--- src/rtl/core/ipul_pkg.sv ---
package ipul_pkg;

   localparam int POSITION_BITS = 16;
   localparam int EXT_W = 17;

   // wide enough for a header start plus a full extension length
   localparam int SUM_W = EXT_W + 1;

   localparam logic [SUM_W-1:0] POS_MAX = SUM_W'((1 << POSITION_BITS) - 1);
   localparam logic [SUM_W-1:0] OFFSET_MAX = SUM_W'(16'hFFFF);
   localparam logic [SUM_W-1:0] EXT_MAX = SUM_W'(17'h1FFFF);
   localparam logic [EXT_W-1:0] V6_BASE_LEN = EXT_W'(40);

   localparam logic [1:0] ST_FOUND = 2'd0;
   localparam logic [1:0] ST_UNKNOWN = 2'd1;
   localparam logic [1:0] ST_TRUNC = 2'd2;
   localparam logic [1:0] ST_NONFIRST = 2'd3;

   localparam logic [7:0] NH_HOPOPTS = 8'd0;
   localparam logic [7:0] NH_ROUTING = 8'd43;
   localparam logic [7:0] NH_FRAGMENT = 8'd44;
   localparam logic [7:0] NH_DSTOPTS = 8'd60;

   localparam logic [3:0] VER_IPV4 = 4'd4;
   localparam logic [3:0] VER_IPV6 = 4'd6;

   localparam int RSP_DATA_W = 32;

   typedef struct packed {
      logic       last;
      logic [7:0] data;
   } item_type;

   typedef struct packed {
      logic [1:0]  status;
      logic [15:0] header_offset;
      logic [7:0]  protocol;
   } result_type;

endpackage

--- src/rtl/core/ip_upper_layer_header_locator.sv ---
// IP upper-layer header locator.
// req channel: one packet byte per transaction, starting at the first byte of
// the IP header; req_tlast marks the final byte of the packet.
// rsp channel: one transaction per packet, issued for the final byte, giving
// the upper-layer protocol number, the byte offset of that header and a status
// (found, not IPv4/IPv6, truncated, non-first fragment).
// IPv4 takes protocol from byte 9 and the offset from IHL*4; IPv6 walks
// hop-by-hop, routing and destination options headers and stops at a
// fragment header or any other next-header value.
// Throughput: one byte per clock cycle while no held response is stalled by rsp_tready, with no gaps between
// packets; each byte passes an input register, one compare-and-add stage
// and the response register.
// The response is formed combinationally from the updated walk state and is registered
// in the response register.
// Reset clears the walk state and the valid bits of both registers; the next byte is read as
// the first byte of a packet. When rsp_tready is low with a response held,
// the pipeline stops and req_tready drops once the input register is full.
module ip_upper_layer_header_locator (
   input  logic        clock,
   input  logic        reset,
   input  logic        req_tvalid,
   output logic        req_tready,
   input  logic [7:0]  req_tdata,   // [7:0] packet_byte
   input  logic        req_tlast,
   output logic        rsp_tvalid,
   input  logic        rsp_tready,
   output logic [31:0] rsp_tdata    // [7:0] protocol, [23:8] header_offset, [25:24] status
);
   import ipul_pkg::*;

   logic       advance;
   logic       item_valid;
   item_type   item;
   logic       result_valid;
   result_type result;

   logic       rsp_valid_ff, rsp_valid_in;
   result_type rsp_data_ff, rsp_data_in;

   assign advance = !rsp_valid_ff || rsp_tready;

   ipul_in_stage u_in_stage (
      .clock      (clock),
      .reset      (reset),
      .req_tvalid (req_tvalid),
      .req_tready (req_tready),
      .req_tdata  (req_tdata),
      .req_tlast  (req_tlast),
      .advance    (advance),
      .item_valid (item_valid),
      .item       (item)
   );

   ipul_walker u_walker (
      .clock        (clock),
      .reset        (reset),
      .fire         (item_valid && advance),
      .item         (item),
      .result_valid (result_valid),
      .result       (result)
   );

   always_comb begin
      rsp_valid_in = rsp_valid_ff;
      rsp_data_in  = rsp_data_ff;
      if (advance) begin
         rsp_valid_in = result_valid;
         rsp_data_in  = result;
      end
   end

   always_ff @(posedge clock) begin
      if (reset) begin
         rsp_valid_ff <= 1'b0;
      end else begin
         rsp_valid_ff <= rsp_valid_in;
      end
      rsp_data_ff <= rsp_data_in;
   end

   assign rsp_tvalid = rsp_valid_ff;
   assign rsp_tdata  = RSP_DATA_W'(rsp_data_ff);

endmodule

--- src/rtl/core/ipul_in_stage.sv ---
module ipul_in_stage (
   input  logic              clock,
   input  logic              reset,
   input  logic              req_tvalid,
   output logic              req_tready,
   input  logic [7:0]        req_tdata,
   input  logic              req_tlast,
   input  logic              advance,
   output logic              item_valid,
   output ipul_pkg::item_type item
);
   import ipul_pkg::*;

   logic     valid_ff;
   logic     valid_in;
   item_type item_ff;
   item_type item_in;

   assign req_tready = !valid_ff || advance;

   always_comb begin
      valid_in = valid_ff;
      item_in  = item_ff;
      if (req_tready) begin
         valid_in = req_tvalid;
         item_in  = '{last: req_tlast, data: req_tdata};
      end
   end

   always_ff @(posedge clock) begin
      if (reset) begin
         valid_ff <= 1'b0;
      end else begin
         valid_ff <= valid_in;
      end
      item_ff <= item_in;
   end

   assign item_valid = valid_ff;
   assign item       = item_ff;

endmodule

--- src/rtl/core/ipul_walker.sv ---
module ipul_walker (
   input  logic                clock,
   input  logic                reset,
   input  logic                fire,
   input  ipul_pkg::item_type  item,
   output logic                result_valid,
   output ipul_pkg::result_type result
);
   import ipul_pkg::*;

   localparam logic [2:0] PH_IDLE = 3'd0;
   localparam logic [2:0] PH_V4 = 3'd1;
   localparam logic [2:0] PH_GAP = 3'd2;
   localparam logic [2:0] PH_HDR = 3'd3;
   localparam logic [2:0] PH_DONE = 3'd4;

   logic [POSITION_BITS-1:0] pos_ff, pos_in;
   logic [3:0]               ver_ff, ver_in;
   logic [7:0]               cnh_ff, cnh_in;
   logic [EXT_W-1:0]         nes_ff, nes_in;
   logic [2:0]               phase_ff, phase_in;
   logic [15:0]              doff_ff, doff_in;
   logic [1:0]               dstat_ff, dstat_in;
   logic [12:0]              frag_ff, frag_in;
   logic [2:0]               win_ff, win_in;
   logic [7:0]               snh_ff, snh_in;
   logic [7:0]               slen_ff, slen_in;

   logic [7:0]     b;
   logic           hdr_byte;
   logic [2:0]     k;
   logic [SUM_W-1:0] nxt_raw;
   logic [SUM_W-1:0] nxt;
   logic [SUM_W-1:0] found_off;
   logic           found_req;

   assign b = item.data;

   always_comb begin
      pos_in    = pos_ff;
      ver_in    = ver_ff;
      cnh_in    = cnh_ff;
      nes_in    = nes_ff;
      phase_in  = phase_ff;
      doff_in   = doff_ff;
      dstat_in  = dstat_ff;
      frag_in   = frag_ff;
      win_in    = win_ff;
      snh_in    = snh_ff;
      slen_in   = slen_ff;
      hdr_byte  = 1'b0;
      k         = win_ff;
      found_req = 1'b0;
      found_off = '0;
      nxt_raw   = {1'b0, nes_ff} + SUM_W'(8) + {{(SUM_W-11){1'b0}}, slen_ff, 3'b000};
      nxt       = (nxt_raw > EXT_MAX) ? EXT_MAX : nxt_raw;

      case (phase_ff)
         PH_IDLE: begin
            ver_in = b[7:4];
            if (b[7:4] == VER_IPV4) begin
               doff_in  = {10'd0, b[3:0], 2'b00};
               phase_in = PH_V4;
            end else if (b[7:4] == VER_IPV6) begin
               nes_in   = V6_BASE_LEN;
               phase_in = PH_GAP;
            end else begin
               cnh_in   = '0;
               dstat_in = ST_UNKNOWN;
               doff_in  = '0;
               phase_in = PH_DONE;
            end
         end
         PH_V4: begin
            if (pos_ff == POSITION_BITS'(9)) begin
               cnh_in    = b;
               found_req = 1'b1;
               found_off = SUM_W'(doff_ff);
            end
         end
         PH_GAP: begin
            if (pos_ff == POSITION_BITS'(6)) begin
               cnh_in = b;
            end else if (EXT_W'(pos_ff) == nes_ff) begin
               phase_in = PH_HDR;
               k        = '0;
               hdr_byte = 1'b1;
            end
         end
         PH_HDR: begin
            hdr_byte = 1'b1;
         end
         default: begin
         end
      endcase

      if (hdr_byte) begin
         case (k)
            3'd0: snh_in = b;
            3'd1: slen_in = b;
            3'd2: frag_in = {b, 5'b00000};
            3'd3: frag_in = {frag_ff[12:5], b[7:3]};
            default: begin
            end
         endcase
         win_in = k + 3'd1;
         if (k == 3'd7) begin
            if (cnh_ff == NH_HOPOPTS || cnh_ff == NH_ROUTING || cnh_ff == NH_DSTOPTS) begin
               cnh_in = snh_ff;
               nes_in = nxt[EXT_W-1:0];
               if (nxt + SUM_W'(7) > POS_MAX) begin
                  dstat_in = ST_TRUNC;
                  doff_in  = '0;
                  phase_in = PH_DONE;
               end else begin
                  phase_in = PH_GAP;
               end
            end else if (cnh_ff == NH_FRAGMENT) begin
               cnh_in = snh_ff;
               if (frag_ff != '0) begin
                  dstat_in = ST_NONFIRST;
                  doff_in  = '0;
                  phase_in = PH_DONE;
               end else begin
                  found_req = 1'b1;
                  found_off = {1'b0, nes_ff} + SUM_W'(8);
               end
            end else begin
               found_req = 1'b1;
               found_off = {1'b0, nes_ff};
            end
         end
      end

      if (found_req) begin
         phase_in = PH_DONE;
         if (found_off > OFFSET_MAX) begin
            dstat_in = ST_TRUNC;
            doff_in  = '0;
         end else begin
            dstat_in = ST_FOUND;
            doff_in  = found_off[15:0];
         end
      end

      if (SUM_W'(pos_ff) < POS_MAX) begin
         pos_in = pos_ff + POSITION_BITS'(1);
      end
   end

   // result of the byte in flight, taken from the updated walk state
   assign result_valid           = fire && item.last;
   assign result.protocol        = cnh_in;
   assign result.header_offset   = (phase_in == PH_DONE) ? doff_in : 16'd0;
   assign result.status          = (phase_in == PH_DONE) ? dstat_in : ST_TRUNC;

   always_ff @(posedge clock) begin
      if (reset || (fire && item.last)) begin
         pos_ff   <= '0;
         ver_ff   <= '0;
         cnh_ff   <= '0;
         nes_ff   <= V6_BASE_LEN;
         phase_ff <= PH_IDLE;
         doff_ff  <= '0;
         dstat_ff <= ST_TRUNC;
         frag_ff  <= '0;
         win_ff   <= '0;
         snh_ff   <= '0;
         slen_ff  <= '0;
      end else if (fire) begin
         pos_ff   <= pos_in;
         ver_ff   <= ver_in;
         cnh_ff   <= cnh_in;
         nes_ff   <= nes_in;
         phase_ff <= phase_in;
         doff_ff  <= doff_in;
         dstat_ff <= dstat_in;
         frag_ff  <= frag_in;
         win_ff   <= win_in;
         snh_ff   <= snh_in;
         slen_ff  <= slen_in;
      end
   end

endmodule

--- config.mk ---
export PLATFORM = sky130hd
export DESIGN_NAME = ip_upper_layer_header_locator
export DESIGN_NICKNAME = d
export VERILOG_FILES = /design/src/rtl/core/ipul_pkg.sv /design/src/rtl/core/ip_upper_layer_header_locator.sv /design/src/rtl/core/ipul_in_stage.sv /design/src/rtl/core/ipul_walker.sv
export SDC_FILE = /design/constraint.sdc
export NUM_CORES = 1
export LEC_CHECK = 0
export BUFFER_PORTS_ARGS = -buffer_cell sky130_fd_sc_hd__buf_2
export CAP_MARGIN = 20
export CORE_AREA = 4 4 142 144
export CTS_CLUSTER_DIAMETER = 50
export DETAILED_ROUTE_END_ITERATION = 12
export DIE_AREA = 0 0 146 148
export GPL_TIMING_DRIVEN = 0
export SLEW_MARGIN = 20
export SYNTH_ARGS = -nofsm -noshare
export SYNTH_HDL_FRONTEND = slang
export SYNTH_SLANG_ARGS = --single-unit
--- constraint.sdc ---
create_clock -name clock -period 10.1 [get_ports clock]
set_input_delay 0.505 -clock clock [delete_from_list [all_inputs] [get_ports clock]]
set_output_delay 0.505 -clock clock [all_outputs]
set_load 0.1 [all_outputs]
==> key figures <==
Outcome
  • Status: completed

Clocking
  • Clock sink total: 131
  • Clock latency on the worst-skew pair: 0.42 ns
  • Resize count post-CTS: 0
  • CTS tree: built
  • Worst-case clock buffer depth: 2
  • CTS Buf Count: 17
  • Clock tree root driver cell: clkbuf_16
  • # H-tree levels: 4
  • Setup repair bufs after CTS: 0
  • Clock transition at path regs: 0.06 ns
  • # hold bufs at CTS: 0

Detailed routing
  • Routed via count: 6887
  • Final ANT Viol Nets: 0
  • Drt pass-1 iters: 5
  • Vias per inst: 5.81
  • Avg WL per Cell: 18.3 µm
  • Initial DRC count: 576
  • DRC viols: 0
  • Total wire length: 21.7 mm

Pwr
  • Switching part of the total power: 26.4%
  • Clock Power Share: 50.0%
  • Comb pwr share: 7.4%
  • VDD IR max: 0.159 mV
  • Internal power: 962 µW
  • Power Density: 152 nW/µm²
  • NetSw: 345 µW
  • Pleak: 0.00338 µW
  • Sequential Power Share: 42.6%

Setup path
  • WS Path Type: register to register
  • Reg2Reg Depth: 14
  • Max stage delay on crit path: 0.68 ns
  • CP Cell Sequence: clkbuf_1, nand3_1, xnor2_1, ha_1, a21o_1, a221oi_1, xor2_1, nor4_1, or4b_1, o32a_1, buf_2, buf_2, nand3_1, a21oi_2
  • Crit Path Max Fanout: 10
  • CP Capture Point: rsp_tdata[9]$_SDFFCE_PP0N_
  • WP data required: 10.25 ns
  • Reg-to-Reg End: rsp_tdata[9]$_SDFFCE_PP0N_
  • CP Launch Type: register
  • Reg2reg setup slack: 5.24 ns
  • Crit Reg-Reg Startpoint: u_walker.nes_ff[3]$_SDFFE_PP1P_
  • Critical path's slowest cell: a221oi_1
  • CP Launch Point: u_walker.nes_ff[3]$_SDFFE_PP1P_
  • Critical Path AT: 5.01 ns
  • Crit end category: register

Global routing
  • Pin count of the biggest net entering global routing: 30
  • Number of global-route vias before repair: 6457
  • Initial antenna violation count: 0
  • GRT Util Overall: 20.0%
  • First-pass GRT wire length: 34.9 mm
  • GRT Residual Overflow: 0

Synthesis
  • Top_reg_cell synth: dfxtp_1
  • Count of unique library cells instantiated by Yosys: 71
  • Async S/R FF share, synth: 0%
  • Yosys reg bits: 131
  • Avg Cell Area, Syn: 8.54 µm²
  • Synth area leaders: dfxtp_1 (26%), edfxtp_1 (14%), a21oi_1 (5.7%)
  • Yosys warns: 0
  • Register area share after synthesis: 39.8%
  • Top cell type's share of synthesized area: 25.7%
  • Number of flops mapped to enable cells by yosys: 35
  • Synthesized area: 7460 µm²
  • Largest area contributor in the netlist: dfxtp_1
  • Mapped Cells: 874

Timing
  • RSZ-0062 raised after global routing: no
  • Fmax: 206 MHz
  • Setup TNS: 0 ns
  • Hold slack final: 0.253 ns
  • Final Max Tran Viols: 0
  • Worst Clk Skew: 0.0159 ns
  • Final Hold Fails: 0
  • Final critical-path share of the clock period: 48.1%
  • Max-slew headroom: 45.6%
  • Final min period: 4.86 ns
  • Worst Max-Slew Pin Slew: 0.813 ns
  • Final setup violation count: 0

Place
  • I/O Buffers: 40
  • RD Place Congestion: 0.913
  • Post-DP HPWL: 15.8 mm

Floorplanning
  • Rows: 50
  • Initial Util: 39.9%
  • Die width: 146 µm
  • Core area: 18700 µm²
  • Die Area: 21600 µm²
  • Die Ht: 148 µm
  • I/O pins: 47

Finish
  • Share of layout cells above drive strength 1: 13.1%
  • Area Growth Syn to Fin: 15.4%
  • Layout net count: 974
  • Inserted Diodes: 0
  • Commonest non-fill, non-tap cell in the layout: dfxtp_1
  • Commonest cells after routing, fill and taps aside: dfxtp_1 (96), a21oi_1 (85), nor2_1 (74), nand2_1 (72), buf_2 (53)

Worst hold path
  • Hold Crit Class: input pin to register

Job
  • Max-cap viol count: 0
==> registers in the layout, summed over array words and instances, names as in the netlist, 8 cells and up <==
| name | count |
|---|---|
| rsp_tdata | 26 |
| u_in_stage.item | 9 |
| u_walker.cnh_ff | 8 |
| u_walker.doff_ff | 16 |
| u_walker.frag_ff | 13 |
| u_walker.nes_ff | 17 |
| u_walker.pos_ff | 16 |
| u_walker.slen_ff | 8 |
| u_walker.snh_ff | 8 |
==> per-stage QoR <==
step / total power (µW) / setup WS, ns / util, % / cells / cell area, µm²
after floorplan: 639 / 6.19 / - / 879 / 7480
after global placement: 663 / 5.34 / 42.6 / 1153 / 7980
after detailed placement: 664 / 5.35 / 42.8 / 1154 / 8000
after CTS: 1310 / 5.31 / 46.1 / 1186 / 8620
after global routing: 1350 / 4.93 / 46.1 / 1186 / 8620
final: 1310 / 5.24 / 46.1 / 1186 / 8620
==> layout make-up <==
cell class	instances	area, µm²
Fill cell	1820	10100
Multi-Input combinational cell	649	4090
Sequential cell	131	2970
Clock buffer	17	425
Buffer	67	313
Tap cell	234	293
Timing Repair Buffer	41	208
Clock inverter	15	194
Inverter	32	120
==> metal layers <==
layer / share of wire (%) / up-vias / track usage [%] / wire, µm
met4: 2.9 / 0 / 7.43 / 629
met5: 0 / - / 0 / 0
met2: 44 / 250 / 30.8 / 9590
met1: 47 / 3253 / 28.0 / 10100
met3: 6.5 / 45 / 3.77 / 1410
li1: - / 3339 / - / -
==> synth_stat cells, types with 6 or more instances <==
| cell | instances |
|---|---|
| a21oi_2 | 6 |
| a22o_1 | 13 |
| nand4b_1 | 8 |
| buf_2 | 13 |
| o22ai_1 | 11 |
| a21oi_1 | 85 |
| xor2_1 | 22 |
| o21ai_0 | 36 |
| edfxtp_1 | 35 |
| a41oi_1 | 6 |
| a21o_1 | 8 |
| nand4_1 | 14 |
| ha_1 | 21 |
| and3_1 | 11 |
| buf_4 | 6 |
| a31o_2 | 8 |
| clkbuf_1 | 40 |
| nand3_1 | 48 |
| a211oi_1 | 17 |
| or4_1 | 7 |
| nand2_1 | 72 |
| inv_1 | 32 |
| nor2_1 | 74 |
| xnor2_1 | 19 |
| nor3_1 | 17 |
| and4_1 | 6 |
| a22oi_1 | 10 |
| dfxtp_1 | 96 |
| or3_1 | 8 |
| or2_2 | 6 |
| nor4_1 | 18 |
| mux2i_1 | 19 |
==> critical path: cells and delay by family (launching register included) <==
kind | cells | cell delay (ns)
AO/OA/AOI/OAI | 4 | 1.32
XOR/XNOR | 2 | 0.51
adder cells (fa/ha/maj) | 1 | 0.31
buffers and inverters | 3 | 0.75
flip-flops | 1 | 0.34
AND/OR/NAND/NOR | 4 | 1.36
==> cells by family after synthesis <==
group,synth area share (%)
buffers and inverters,5.80
muxes,2.55
and+or+nand+nor,21.8
adders and majority gates,3.79
other,0.0502
AOI/OAI and AO/OA,21.4
DFF,39.8
xor gates and xnor gates,4.81
==> worst min-delay path by stage <==
stage,start,endpoint,cells past startpoint
6_report,req_tlast,u_in_stage.item[8]$_DFFE_PP_,1
2_1_floorplan,u_walker.frag_ff[12]$_SDFFE_PP0P_,u_walker.frag_ff[12]$_SDFFE_PP0P_,2
4_1_cts,req_tlast,u_in_stage.item[8]$_DFFE_PP_,1
3_3_place_gp,u_walker.frag_ff[12]$_SDFFE_PP0P_,u_walker.frag_ff[12]$_SDFFE_PP0P_,2
3_5_place_dp,u_walker.frag_ff[12]$_SDFFE_PP0P_,u_walker.frag_ff[12]$_SDFFE_PP0P_,2
5_1_grt,req_tdata[1],u_in_stage.item[1]$_DFFE_PP_,1
==> power groups by stage <==
stage               registers [µW]  clock network (µW)  logic (µW)
global placement               568                   0        95.5
finish                         557                 654        96.1
detailed placement             568                   0        95.3
global route                   557                 686         102
floorplan                      596                   0        42.9
CTS                            557                 663        95.6
Note: power is estimated with default switching activity, not from simulation.
